File: config.mk
export PLATFORM = sky130hd
export DESIGN_NAME = ptnr_ctrl
export DESIGN_NICKNAME = d
export VERILOG_FILES = /design/src/ptnr_pkg.sv /design/src/ptnr_ctrl.sv
export SDC_FILE = /design/constraint.sdc
export NUM_CORES = 1
export LEC_CHECK = 0
export ABC_AREA = 1
export BUFFER_PORTS_ARGS = -buffer_cell sky130_fd_sc_hd__buf_2
export CAP_MARGIN = 30
export CORE_AREA = 2 2 39 41
export DETAILED_ROUTE_END_ITERATION = 8
export DIE_AREA = 0 0 41 43
export PLACE_DENSITY_LB_ADDON = 0.05
export SYNTH_ARGS = -nofsm -noshare
export SYNTH_HDL_FRONTEND = slang
export SYNTH_SLANG_ARGS = --single-unit
File: constraint.sdc
create_clock -name clk_i -period 2.7 [get_ports clk_i]
set_clock_uncertainty 0.2 [all_clocks]
set_input_delay 0.675 -clock clk_i [delete_from_list [all_inputs] [get_ports clk_i]]
set_output_delay 0.675 -clock clk_i [all_outputs]
set_load 0.005 [all_outputs]
File: src/ptnr_pkg.sv
// shared types and constants for the too-near repulsion unit
// no dependencies
package ptnr_pkg;

  localparam int FRAC_BITS = 16;
  localparam int ACC_W     = 48;
  localparam int QUO_W     = 33;
  localparam logic [5:0] DIV_LAST = 6'(QUO_W - 1);

  // configuration register indexes
  localparam logic [1:0] REG_DENSITY     = 2'd0;
  localparam logic [1:0] REG_NEAR_LIMIT  = 2'd1;
  localparam logic [1:0] REG_RESTITUTION = 2'd2;

  typedef enum logic [3:0] {
    ST_IDLE, ST_NLSQ, ST_AXX, ST_AZZ, ST_HXD, ST_HZD, ST_DOTS, ST_CHK,
    ST_NLO, ST_NHI, ST_NADD, ST_DINIT, ST_DIV, ST_TERM, ST_ACC, ST_FIN
  } state_e;

  typedef enum logic [2:0] {
    MS_NL, MS_AXX, MS_AZZ, MS_HXD, MS_HZD, MS_NLO, MS_NHI, MS_TERM
  } mul_sel_e;

  typedef enum logic [3:0] {
    DS_NONE, DS_NLSQ, DS_R2, DS_R2ADD, DS_DOT, DS_DOTADD, DS_NUMLO, DS_NUMHI, DS_ACC
  } dst_sel_e;

  typedef struct packed {
    logic     load;
    logic     mul_en;
    mul_sel_e mul_sel;
    dst_sel_e dst;
    logic     div_init;
    logic     div_step;
    logic     axis_set;
    logic     emit;
  } ptnr_cmd_t;

  typedef struct packed {
    logic go;
    logic div_done;
    logic axis;
    logic last;
    logic out_busy;
  } ptnr_stat_t;

endpackage

File: src/ptnr_ctrl.sv
// sequencer for the too-near repulsion unit
// depends on ptnr_pkg
module ptnr_ctrl (
  input  logic                clk_i,
  input  logic                rst_ni,
  input  logic                in_valid_i,
  output logic                in_stall_o,
  input  ptnr_pkg::ptnr_stat_t stat_i,
  output ptnr_pkg::ptnr_cmd_t  cmd_o
);
  import ptnr_pkg::*;

  state_e state_q, state_d;

  // state register
  always_ff @(posedge clk_i or negedge rst_ni) begin
    if (!rst_ni) begin
      state_q <= ST_IDLE;
    end else begin
      state_q <= state_d;
    end
  end

  // next state
  always_comb begin
    state_d = state_q;
    unique case (state_q)
      ST_IDLE:  if (in_valid_i) state_d = ST_NLSQ;
      ST_NLSQ:  state_d = ST_AXX;
      ST_AXX:   state_d = ST_AZZ;
      ST_AZZ:   state_d = ST_HXD;
      ST_HXD:   state_d = ST_HZD;
      ST_HZD:   state_d = ST_DOTS;
      ST_DOTS:  state_d = ST_CHK;
      ST_CHK:   state_d = stat_i.go ? ST_NLO : ST_FIN;
      ST_NLO:   state_d = ST_NHI;
      ST_NHI:   state_d = ST_NADD;
      ST_NADD:  state_d = ST_DINIT;
      ST_DINIT: state_d = ST_DIV;
      ST_DIV:   if (stat_i.div_done) state_d = ST_TERM;
      ST_TERM:  state_d = ST_ACC;
      ST_ACC:   state_d = stat_i.axis ? ST_FIN : ST_NLO;
      ST_FIN: begin
        if (!stat_i.last || !stat_i.out_busy) state_d = ST_IDLE;
      end
      default:  state_d = ST_IDLE;
    endcase
  end

  // command outputs
  always_comb begin
    cmd_o          = '0;
    cmd_o.mul_sel  = MS_NL;
    cmd_o.dst      = DS_NONE;
    in_stall_o     = (state_q != ST_IDLE);
    unique case (state_q)
      ST_IDLE:  cmd_o.load = in_valid_i;
      ST_NLSQ: begin
        cmd_o.mul_en = 1'b1; cmd_o.mul_sel = MS_NL;
      end
      ST_AXX: begin
        cmd_o.mul_en = 1'b1; cmd_o.mul_sel = MS_AXX; cmd_o.dst = DS_NLSQ;
      end
      ST_AZZ: begin
        cmd_o.mul_en = 1'b1; cmd_o.mul_sel = MS_AZZ; cmd_o.dst = DS_R2;
      end
      ST_HXD: begin
        cmd_o.mul_en = 1'b1; cmd_o.mul_sel = MS_HXD; cmd_o.dst = DS_R2ADD;
      end
      ST_HZD: begin
        cmd_o.mul_en = 1'b1; cmd_o.mul_sel = MS_HZD; cmd_o.dst = DS_DOT;
      end
      ST_DOTS:  cmd_o.dst = DS_DOTADD;
      ST_CHK:   ;
      ST_NLO: begin
        cmd_o.mul_en = 1'b1; cmd_o.mul_sel = MS_NLO;
      end
      ST_NHI: begin
        cmd_o.mul_en = 1'b1; cmd_o.mul_sel = MS_NHI; cmd_o.dst = DS_NUMLO;
      end
      ST_NADD:  cmd_o.dst = DS_NUMHI;
      ST_DINIT: cmd_o.div_init = 1'b1;
      ST_DIV:   cmd_o.div_step = 1'b1;
      ST_TERM: begin
        cmd_o.mul_en = 1'b1; cmd_o.mul_sel = MS_TERM;
      end
      ST_ACC: begin
        cmd_o.dst = DS_ACC; cmd_o.axis_set = !stat_i.axis;
      end
      ST_FIN:   cmd_o.emit = stat_i.last && !stat_i.out_busy;
      default:  ;
    endcase
  end

endmodule

## After elaboration in Yosys (flattened, before gate mapping)

Index checks and enable logic that the tools add are counted.

- Bits in registers: 4
- Input bits: 8
- Output and inout port bits: 14
- Logic and storage cells: 40

- Eq/ne operators: 18
- Muxes and demuxes: 13
- Reductions and logical operators: 8

Operators with widths:

| kind | number |
|---|---|
| case mux 4 bit (16 select lines) | 1 |
| case mux 4 bit (8 select lines) | 2 |
| equality test 4 bit, second input constant | 8 |
| equality test 4 x 3 -> 1 bit, second input constant | 4 |
| two-way mux 4 bit | 3 |
| equality test 4 x 2 -> 1 bit, second input constant | 2 |
| two-way mux 3 bit | 2 |
| inequality test 2 bit, second input constant | 3 |
| two-way mux 1 bit | 5 |
| equality test 4 x 1 -> 1 bit, second input constant | 1 |
| logical NOT 4 bit | 1 |
| nonzero test 4 bit | 1 |
| logical NOT 1 bit | 3 |
| AND reduction 3 bit | 1 |
| logical AND 1 bit | 1 |
| logical OR 1 bit | 1 |

## Logic depth before layout (Yosys ltp)

Gate-level depths: netlist of the first run.

- Word-level depth: 4
- Mapped depth: 8
- Gate-level depth less buffers: 7

## Least setup slack after synthesis of the first run

No wires, ideal clock.

- Kind: reg2out
- Start: register state_q[2]
- End: output port cmd_o[8] in the netlist's numbering
- Arrival: 0.919 ns
- Required time: 1.825 ns
- Slack: 0.906 ns
- Stages on the path, launching flop included: 6
- Buffers on the path: 1
- Path through: dfrtp_1 > buf_6 > nor2_2 > inv_1 > a21oi_1 > nor3_1

RTL lines:

| element | RTL line | text |
|---|---|---|
| start: declaration | ptnr_ctrl.sv:13 | `state_e state_q, state_d;` |
| start signal: assignment | ptnr_ctrl.sv:20 | `state_q <= state_d;` |
| end: declaration | ptnr_ctrl.sv:9 | `output ptnr_pkg::ptnr_cmd_t cmd_o` |

==> run_results.csv, run 1 <==
group,metric,value,unit
worst_setup_path,path_class,"flop to output pin",
clock_tree,cts_buffers,3,
clock_tree,clockBufferDepth,2,
drt,drt_pass1_iterations,4,
drt,dr.first_iter.drc_count,14,
sta,setup_viol,0,
sta,grt_setup_unrepaired,"no",
worst_setup_path,cpMaxStageDelayCell,"dfrtp_1",
worst_setup_path,cp-end-kind,"output pin",
layout,n_antenna_cell,0,
drt,route.antenna.remaining_nets,0,
worst_setup_path,cp-startpoint,"state_q[2]",
placed_design,port_buffers,21,
sta,setup_slack,0.4140,ns
logic_synthesis,synth_simple_gate_area_share,58.40,%
layout,largest_reg_flops,4,
drt,vias_per_cell,4.835,
worst_setup_path,critPathMaxStageDelay,0.50,ns
logic_synthesis,async_flop_share,100.0,%
sta,clock.fmax,437.5,MHz
worst_setup_path,reg2reg_from,"state_q[2]",
logic_synthesis,yosysMostFrequentCell,"nand2_1",
global_routing,grt_usage,14.10,%
placed_design,place_area,568.0,µm²
layout,largest_registers,"state_q: 4 flops",
sta,holdWs,0.03297,ns
logic_synthesis,ys_ff_latch,4,
worst_setup_path,cp.required,1.82,ns
logic_synthesis,synthAdderAreaFrac,0,%
global_routing,grt_pass1_vias,404,
logic_synthesis,yosys.area_share.xor_xnor,0,%
logic_synthesis,synth-main-ff-cell,"dfrtp_1",
logic_synthesis,yosys.cell_types.count,20,
global_routing,grt_start_max_net_pins,11,
clock_tree,tritoncts,"done",
power,leakagePower,0.3442,nW
logic_synthesis,syn_area,454.2,µm²
sta,period_share,84.67,%
global_routing,globalRouteOverflowTotal,0,
sta,hold_viol_final,0,
sta,max_slew.worst_pin.slew,0.3660,ns
logic_synthesis,synth_top_cell_by_area,"dfrtp_1",
logic_synthesis,synth_top_family_by_area,"simple AND/OR/NAND/NOR gates",
logic_synthesis,syn_avg_cell_area,5.976,µm²
worst_setup_path,cp_data_arrival_time,1.41,ns
logic_synthesis,yosysWarnings,0,
clock_tree,clk_latency,0.24,ns
logic_synthesis,synth.yosys.seq_area_share,22.04,%
global_routing,grt_pass1_wl,1656,µm
floorplan,die_area,1763,µm²
clock_tree,cts_resized,0,
clock_tree,clk_pin_slew,0.04,ns
drt,wl_per_cell,9.678,µm
logic_synthesis,syn_nets,84,
drt,drc,0,
logic_synthesis,synth_commonest_cells,"nand2_1, nor2_1, inv_1",
status,outcome,"finished, final reports clean",
logic_synthesis,synth_compound_area_share,7.989,%
layout,layout-drive-gt1-share,38.38,%
floorplan,ioPinCount,22,
clock_tree,holdBufCountCts,0,
layout,area_growth,30.03,%
power,power_per_cell_area,1246,nW/µm²
placed_design,globalplace.congestion,0.7326,
worst_setup_path,path_max_fanout,10,
logic_synthesis,syn_inst,76,
logic_synthesis,yosysTopAreaCellShare,22.04,%
drt,vias,556,
clock_tree,root_buffer,"clkbuf_4",
layout,num-nets-final,109,
power,ir_worst_vdd,436.2,µV
clock_tree,cts_sinks,4,
sta,maxSlewViolCount,0,
clock_tree,cts_setup_buffers,0,
layout,final_util,42.68,%
logic_synthesis,yosys-top-cells-area,"dfrtp_1, nand2_1, nor2_1",
flow_run,cap_violations,0,
layout,regMostFlops,"state_q",
worst_setup_path,path_cells,"nor2_2 > inv_1 > a21oi_1 > nor3_1 > buf_2",
sta,slew_headroom,75.60,%
min_path,min_path_type,"input port to asynchronous set/reset pin",
sta,post-route-min-period,2.286,ns
floorplan,coreArea,1384,µm²
placed_design,dp_worst_setup_slack,0.6630,ns
logic_synthesis,synth.area.mux_share,0,%
sta,tns,0,ns
global_routing,antenna_found_initial,0,
logic_synthesis,synth-edff-count,0,
floorplan,die_w,41,µm
drt,wl,1113,µm
worst_setup_path,crit_path_start_kind,"flop",
floorplan,rows,14,
clock_tree,htree_levels,1,
placed_design,hpwl,916,µm
layout,final_area,590.6,µm²
floorplan,start_util,32.82,%
floorplan,chipHeight,43,µm
==> critical path: cells and delay by family (launching register included) <==
kind / cells / cell delay, ns
DFF: 1 / 0.50
buffers and inverters: 2 / 0.22
and+or+nand+nor: 2 / 0.28
AOI/OAI and AO/OA: 1 / 0.17
==> cells in the final DEF, fill, tap and decap left out <==
| cell | n |
|---|---|
| nor3_2 | 1 |
| and3_1 | 1 |
| o22ai_1 | 1 |
| nand2_2 | 2 |
| dfrtp_1 | 4 |
| nand2_4 | 1 |
| inv_2 | 4 |
| nor3_1 | 3 |
| nand3_1 | 3 |
| a21oi_1 | 1 |
| clkbuf_4 | 3 |
| nor2_2 | 2 |
| nor2_4 | 2 |
| buf_2 | 21 |
| o21ai_0 | 2 |
| inv_1 | 7 |
| o21ai_1 | 3 |
| nand3_2 | 2 |
| nand2_1 | 23 |
| nand4_1 | 2 |
| nor2_1 | 11 |
==> metal layers <==
metal  part of all wire (%)  global-route usage, %  vias to the layer above  wire [µm]
li1                       -                      -                      289          -
met1                     44                  19.81                      248        493
met2                     46                  18.13                       19        517
met3                    9.1                  7.853                        0        101
met4                      0                  4.000                        0          0
met5                      0                      0                        -          0
==> cells by family after synthesis <==
family / Yosys count
AOI/OAI and AO/OA: 7
buffers and inverters: 12
DFF: 4
and+or+nand+nor: 53
==> path summary, 6_finish.rpt <==
| kind | endpoint | slack (ns) | depth (start not counted) |
|---|---|---|---|
| min | state_q[3] | 0.03 | 1 |
| max in group asynchronous | state_q[0] | 2.15 | 1 |
| min reg2reg | state_q[3] | 0.55 | 4 |
| max reg2reg | state_q[2] | 1.23 | 7 |
| min in group clk_i | state_q[0] | 0.53 | 3 |
| max | cmd_o[8] | 0.41 | 5 |
==> stage by stage <==
step / power, W / std cells
after floorplan: 0.0005151 / 76
after global placement: 0.0006696 / 112
after detailed placement: 0.0006635 / 112
after CTS: 0.0007431 / 115
after global routing: 0.0008122 / 115
final: 0.0007356 / 115
==> report_power, final <==
group          switching, W  internal, W
Combinational      0.000297     0.000199
Clock             0.0000264    0.0000498
Sequential        0.0000704    0.0000932
==> layout make-up <==
type,instances,area (µm²)
Clock buffer,3,22.52
Fill cell,160,793.3
Inverter,11,41.29
Multi-Input combinational cell,60,301.5
Sequential cell,4,100.1
Tap cell,16,20.02
Timing Repair Buffer,21,105.1
Note: power is estimated with default switching activity, not from simulation.
==> run 2: changes to the inputs <==
ABC_AREA = 0   (was 1)
clock period = 2.3 ns   (was 2.7 ns; I/O delays follow)
==> run_results.csv, run 2 <==
group,metric,value,unit
worst_setup_path,path_max_fanout,5,
floorplan,chipHeight,43,µm
sta,tns,0,ns
layout,area_growth,41.53,%
power,p_seq_share,19.8,%
floorplan,rows,14,
sta,maxSlewViolCount,0,
drt,drc,0,
drt,drt_pass1_iterations,4,
worst_setup_path,path_class,"flop to output pin",
sta,slew_headroom,61.61,%
logic_synthesis,yosys-top-cells-area,"dfrtp_1, a21oi_1, nand2_1",
logic_synthesis,yosysMostFrequentCell,"nand2_1",
layout,largest_registers,"state_q: 4 flops",
logic_synthesis,synth_commonest_cells,"nand2_1, a21oi_1",
floorplan,ioPinCount,22,
logic_synthesis,syn_area,457.9,µm²
sta,max_slew.worst_pin.slew,0.5705,ns
logic_synthesis,yosysTopAreaCellShare,21.86,%
floorplan,die_w,41,µm
layout,final_area,648.1,µm²
worst_setup_path,cp.required,1.52,ns
logic_synthesis,yosysWarnings,0,
logic_synthesis,async_flop_share,100.0,%
global_routing,antenna_found_initial,0,
clock_tree,cts_buffers,3,
global_routing,grt_pass1_wl,1911,µm
power,power.share.combinational,71.6,%
sta,clock.fmax,456.3,MHz
worst_setup_path,cp_data_arrival_time,1.42,ns
logic_synthesis,yosys.cell_types.count,28,
global_routing,globalRouteOverflowTotal,0,
clock_tree,clk_latency,0.24,ns
power,ir_worst_vdd,555.1,µV
floorplan,coreArea,1384,µm²
layout,nFillCells,150,
placed_design,globalplace.congestion,0.7502,
layout,largest_reg_flops,4,
flow_run,cap_violations,0,
placed_design,place_area,574.3,µm²
layout,num-nets-final,102,
clock_tree,root_buffer,"clkbuf_4",
global_routing,grt_usage,16.10,%
power,power,0.001007,W
logic_synthesis,syn_avg_cell_area,7.155,µm²
global_routing,grt_start_max_net_pins,17,
drt,route.antenna.remaining_nets,0,
placed_design,hpwl,901.2,µm
worst_setup_path,cp-end-kind,"output pin",
power,swShare,45.34,%
min_path,min_path_type,"flop to flop",
drt,dr.first_iter.drc_count,10,
drt,vias_per_cell,5.074,
drt,wl_per_cell,12.06,µm
sta,holdWs,0.4096,ns
placed_design,port_buffers,21,
sta,post-route-min-period,2.191,ns
layout,mostFrequentLayoutCell,"buf_2",
logic_synthesis,syn_inst,64,
power,leakagePower,0.3311,nW
status,outcome,"finished, final reports clean",
layout,n_antenna_cell,0,
logic_synthesis,syn_nets,72,
logic_synthesis,synth-main-ff-cell,"dfrtp_1",
sta,hold_viol_final,0,
clock_tree,tritoncts,"done",
clock_tree,htree_levels,1,
drt,wl,1303,µm
logic_synthesis,synth_top_cell_by_area,"dfrtp_1",
power,clockPowerShare,8.6,%
floorplan,die_area,1763,µm²
placed_design,dp_worst_setup_slack,0.2094,ns
layout,regMostFlops,"state_q",
floorplan,start_util,33.09,%
clock_tree,clk_pin_slew,0.04,ns
logic_synthesis,synth.yosys.seq_area_share,21.86,%
sta,setup_viol,0,
clock_tree,cts_sinks,4,
power,switchingPower,0.0004565,W
sta,setup_slack,0.1086,ns
drt,vias,548,
power,p_int,0.0005503,W
power,power_per_cell_area,1553,nW/µm²
logic_synthesis,synth-edff-count,0,
global_routing,grt_pass1_vias,463,
clock_tree,clockBufferDepth,2,
sta,grt_setup_unrepaired,"no",
worst_setup_path,crit_path_start_kind,"flop",
layout,layout-drive-gt1-share,39.13,%
logic_synthesis,ys_ff_latch,4,
layout,final_cell_mix,"buf_2, nand2_1, buf_4, a21oi_1",
sta,period_share,95.28,%
-- run 2: power groups by stage --
stage | Sequential, W | Clock, W | Combinational [W]
6_report | 0.000199 | 0.0000867 | 0.000721
5_1_grt | 0.000211 | 0.0000943 | 0.000806
2_1_floorplan | 0.000139 | 0 | 0.000505
4_1_cts | 0.000218 | 0.0000884 | 0.000632
3_5_place_dp | 0.000217 | 0 | 0.000626
3_3_place_gp | 0.000218 | 0 | 0.000628
-- run 2: layout make-up --
| class | count | area (µm²) | area share [%] |
|---|---|---|---|
| multi-input combinational | 51 | 311.5 | 48.07 |
| timing repair buffer | 30 | 175.2 | 27.03 |
| sequential | 4 | 103.9 | 16.02 |
| clock buffer | 3 | 22.52 | 3.475 |
| inverter | 4 | 15.01 | 2.317 |
| tap | 16 | 20.02 | 3.089 |
-- run 2: cell families (layout without fill, tap and decap cells) --
logic type      Yosys count  after routing  share of synthesized area [%]
xor+xnor                  3              3                          5.739
buf+inv                   9             37                          10.11
mux                       2              2                          4.645
simple gates             28             28                          32.51
flops                     4              4                          21.86
compound gates           18             18                          25.14
-- run 2: layer usage --
layer | GRT usage, % | vias to the layer above | part of all wire (%)
met5 | 0 | - | 0
met4 | 8.000 | 0 | 1.1
met3 | 5.236 | 2 | 5.6
met2 | 25.62 | 20 | 50
met1 | 18.12 | 238 | 43
li1 | - | 288 | -
-- run 2: critical path, stage by stage (launching register included) --
cell      delay, ns
dfrtp_2        0.43
buf_4          0.15
nand2b_1       0.20
o32ai_1        0.24
buf_2          0.15
-- run 2: final timing paths --
check                            from          to  slack, ns  cells after the start
setup reg to reg           state_q[0]  state_q[0]       0.58                      5
hold / removal             state_q[3]  state_q[3]       0.41                      2
hold reg to reg            state_q[3]  state_q[3]       0.41                      2
min in group asynchronous      rst_ni  state_q[1]       0.46                      2
setup / recovery           state_q[0]    cmd_o[8]       0.11                      4
max in group asynchronous      rst_ni  state_q[2]       1.31                      2
-- run 2: timing repair --
action                     in CTS  in global routing
hold endpoints to repair        4                  0
hold buffers                    1                  0
buffers inserted                0                  5
gates resized for setup         1                  4
setup endpoints to repair       1                  5
pin swaps                       0                  0
-- run 2: stage by stage --
| stage | utilization, % | std cells |
|---|---|---|
| 2_1_floorplan | - | 64 |
| 3_3_place_gp | 41.50 | 99 |
| 3_5_place_dp | 41.50 | 99 |
| 4_1_cts | 43.94 | 103 |
| 5_1_grt | 46.84 | 108 |
| 6_report | 46.84 | 108 |
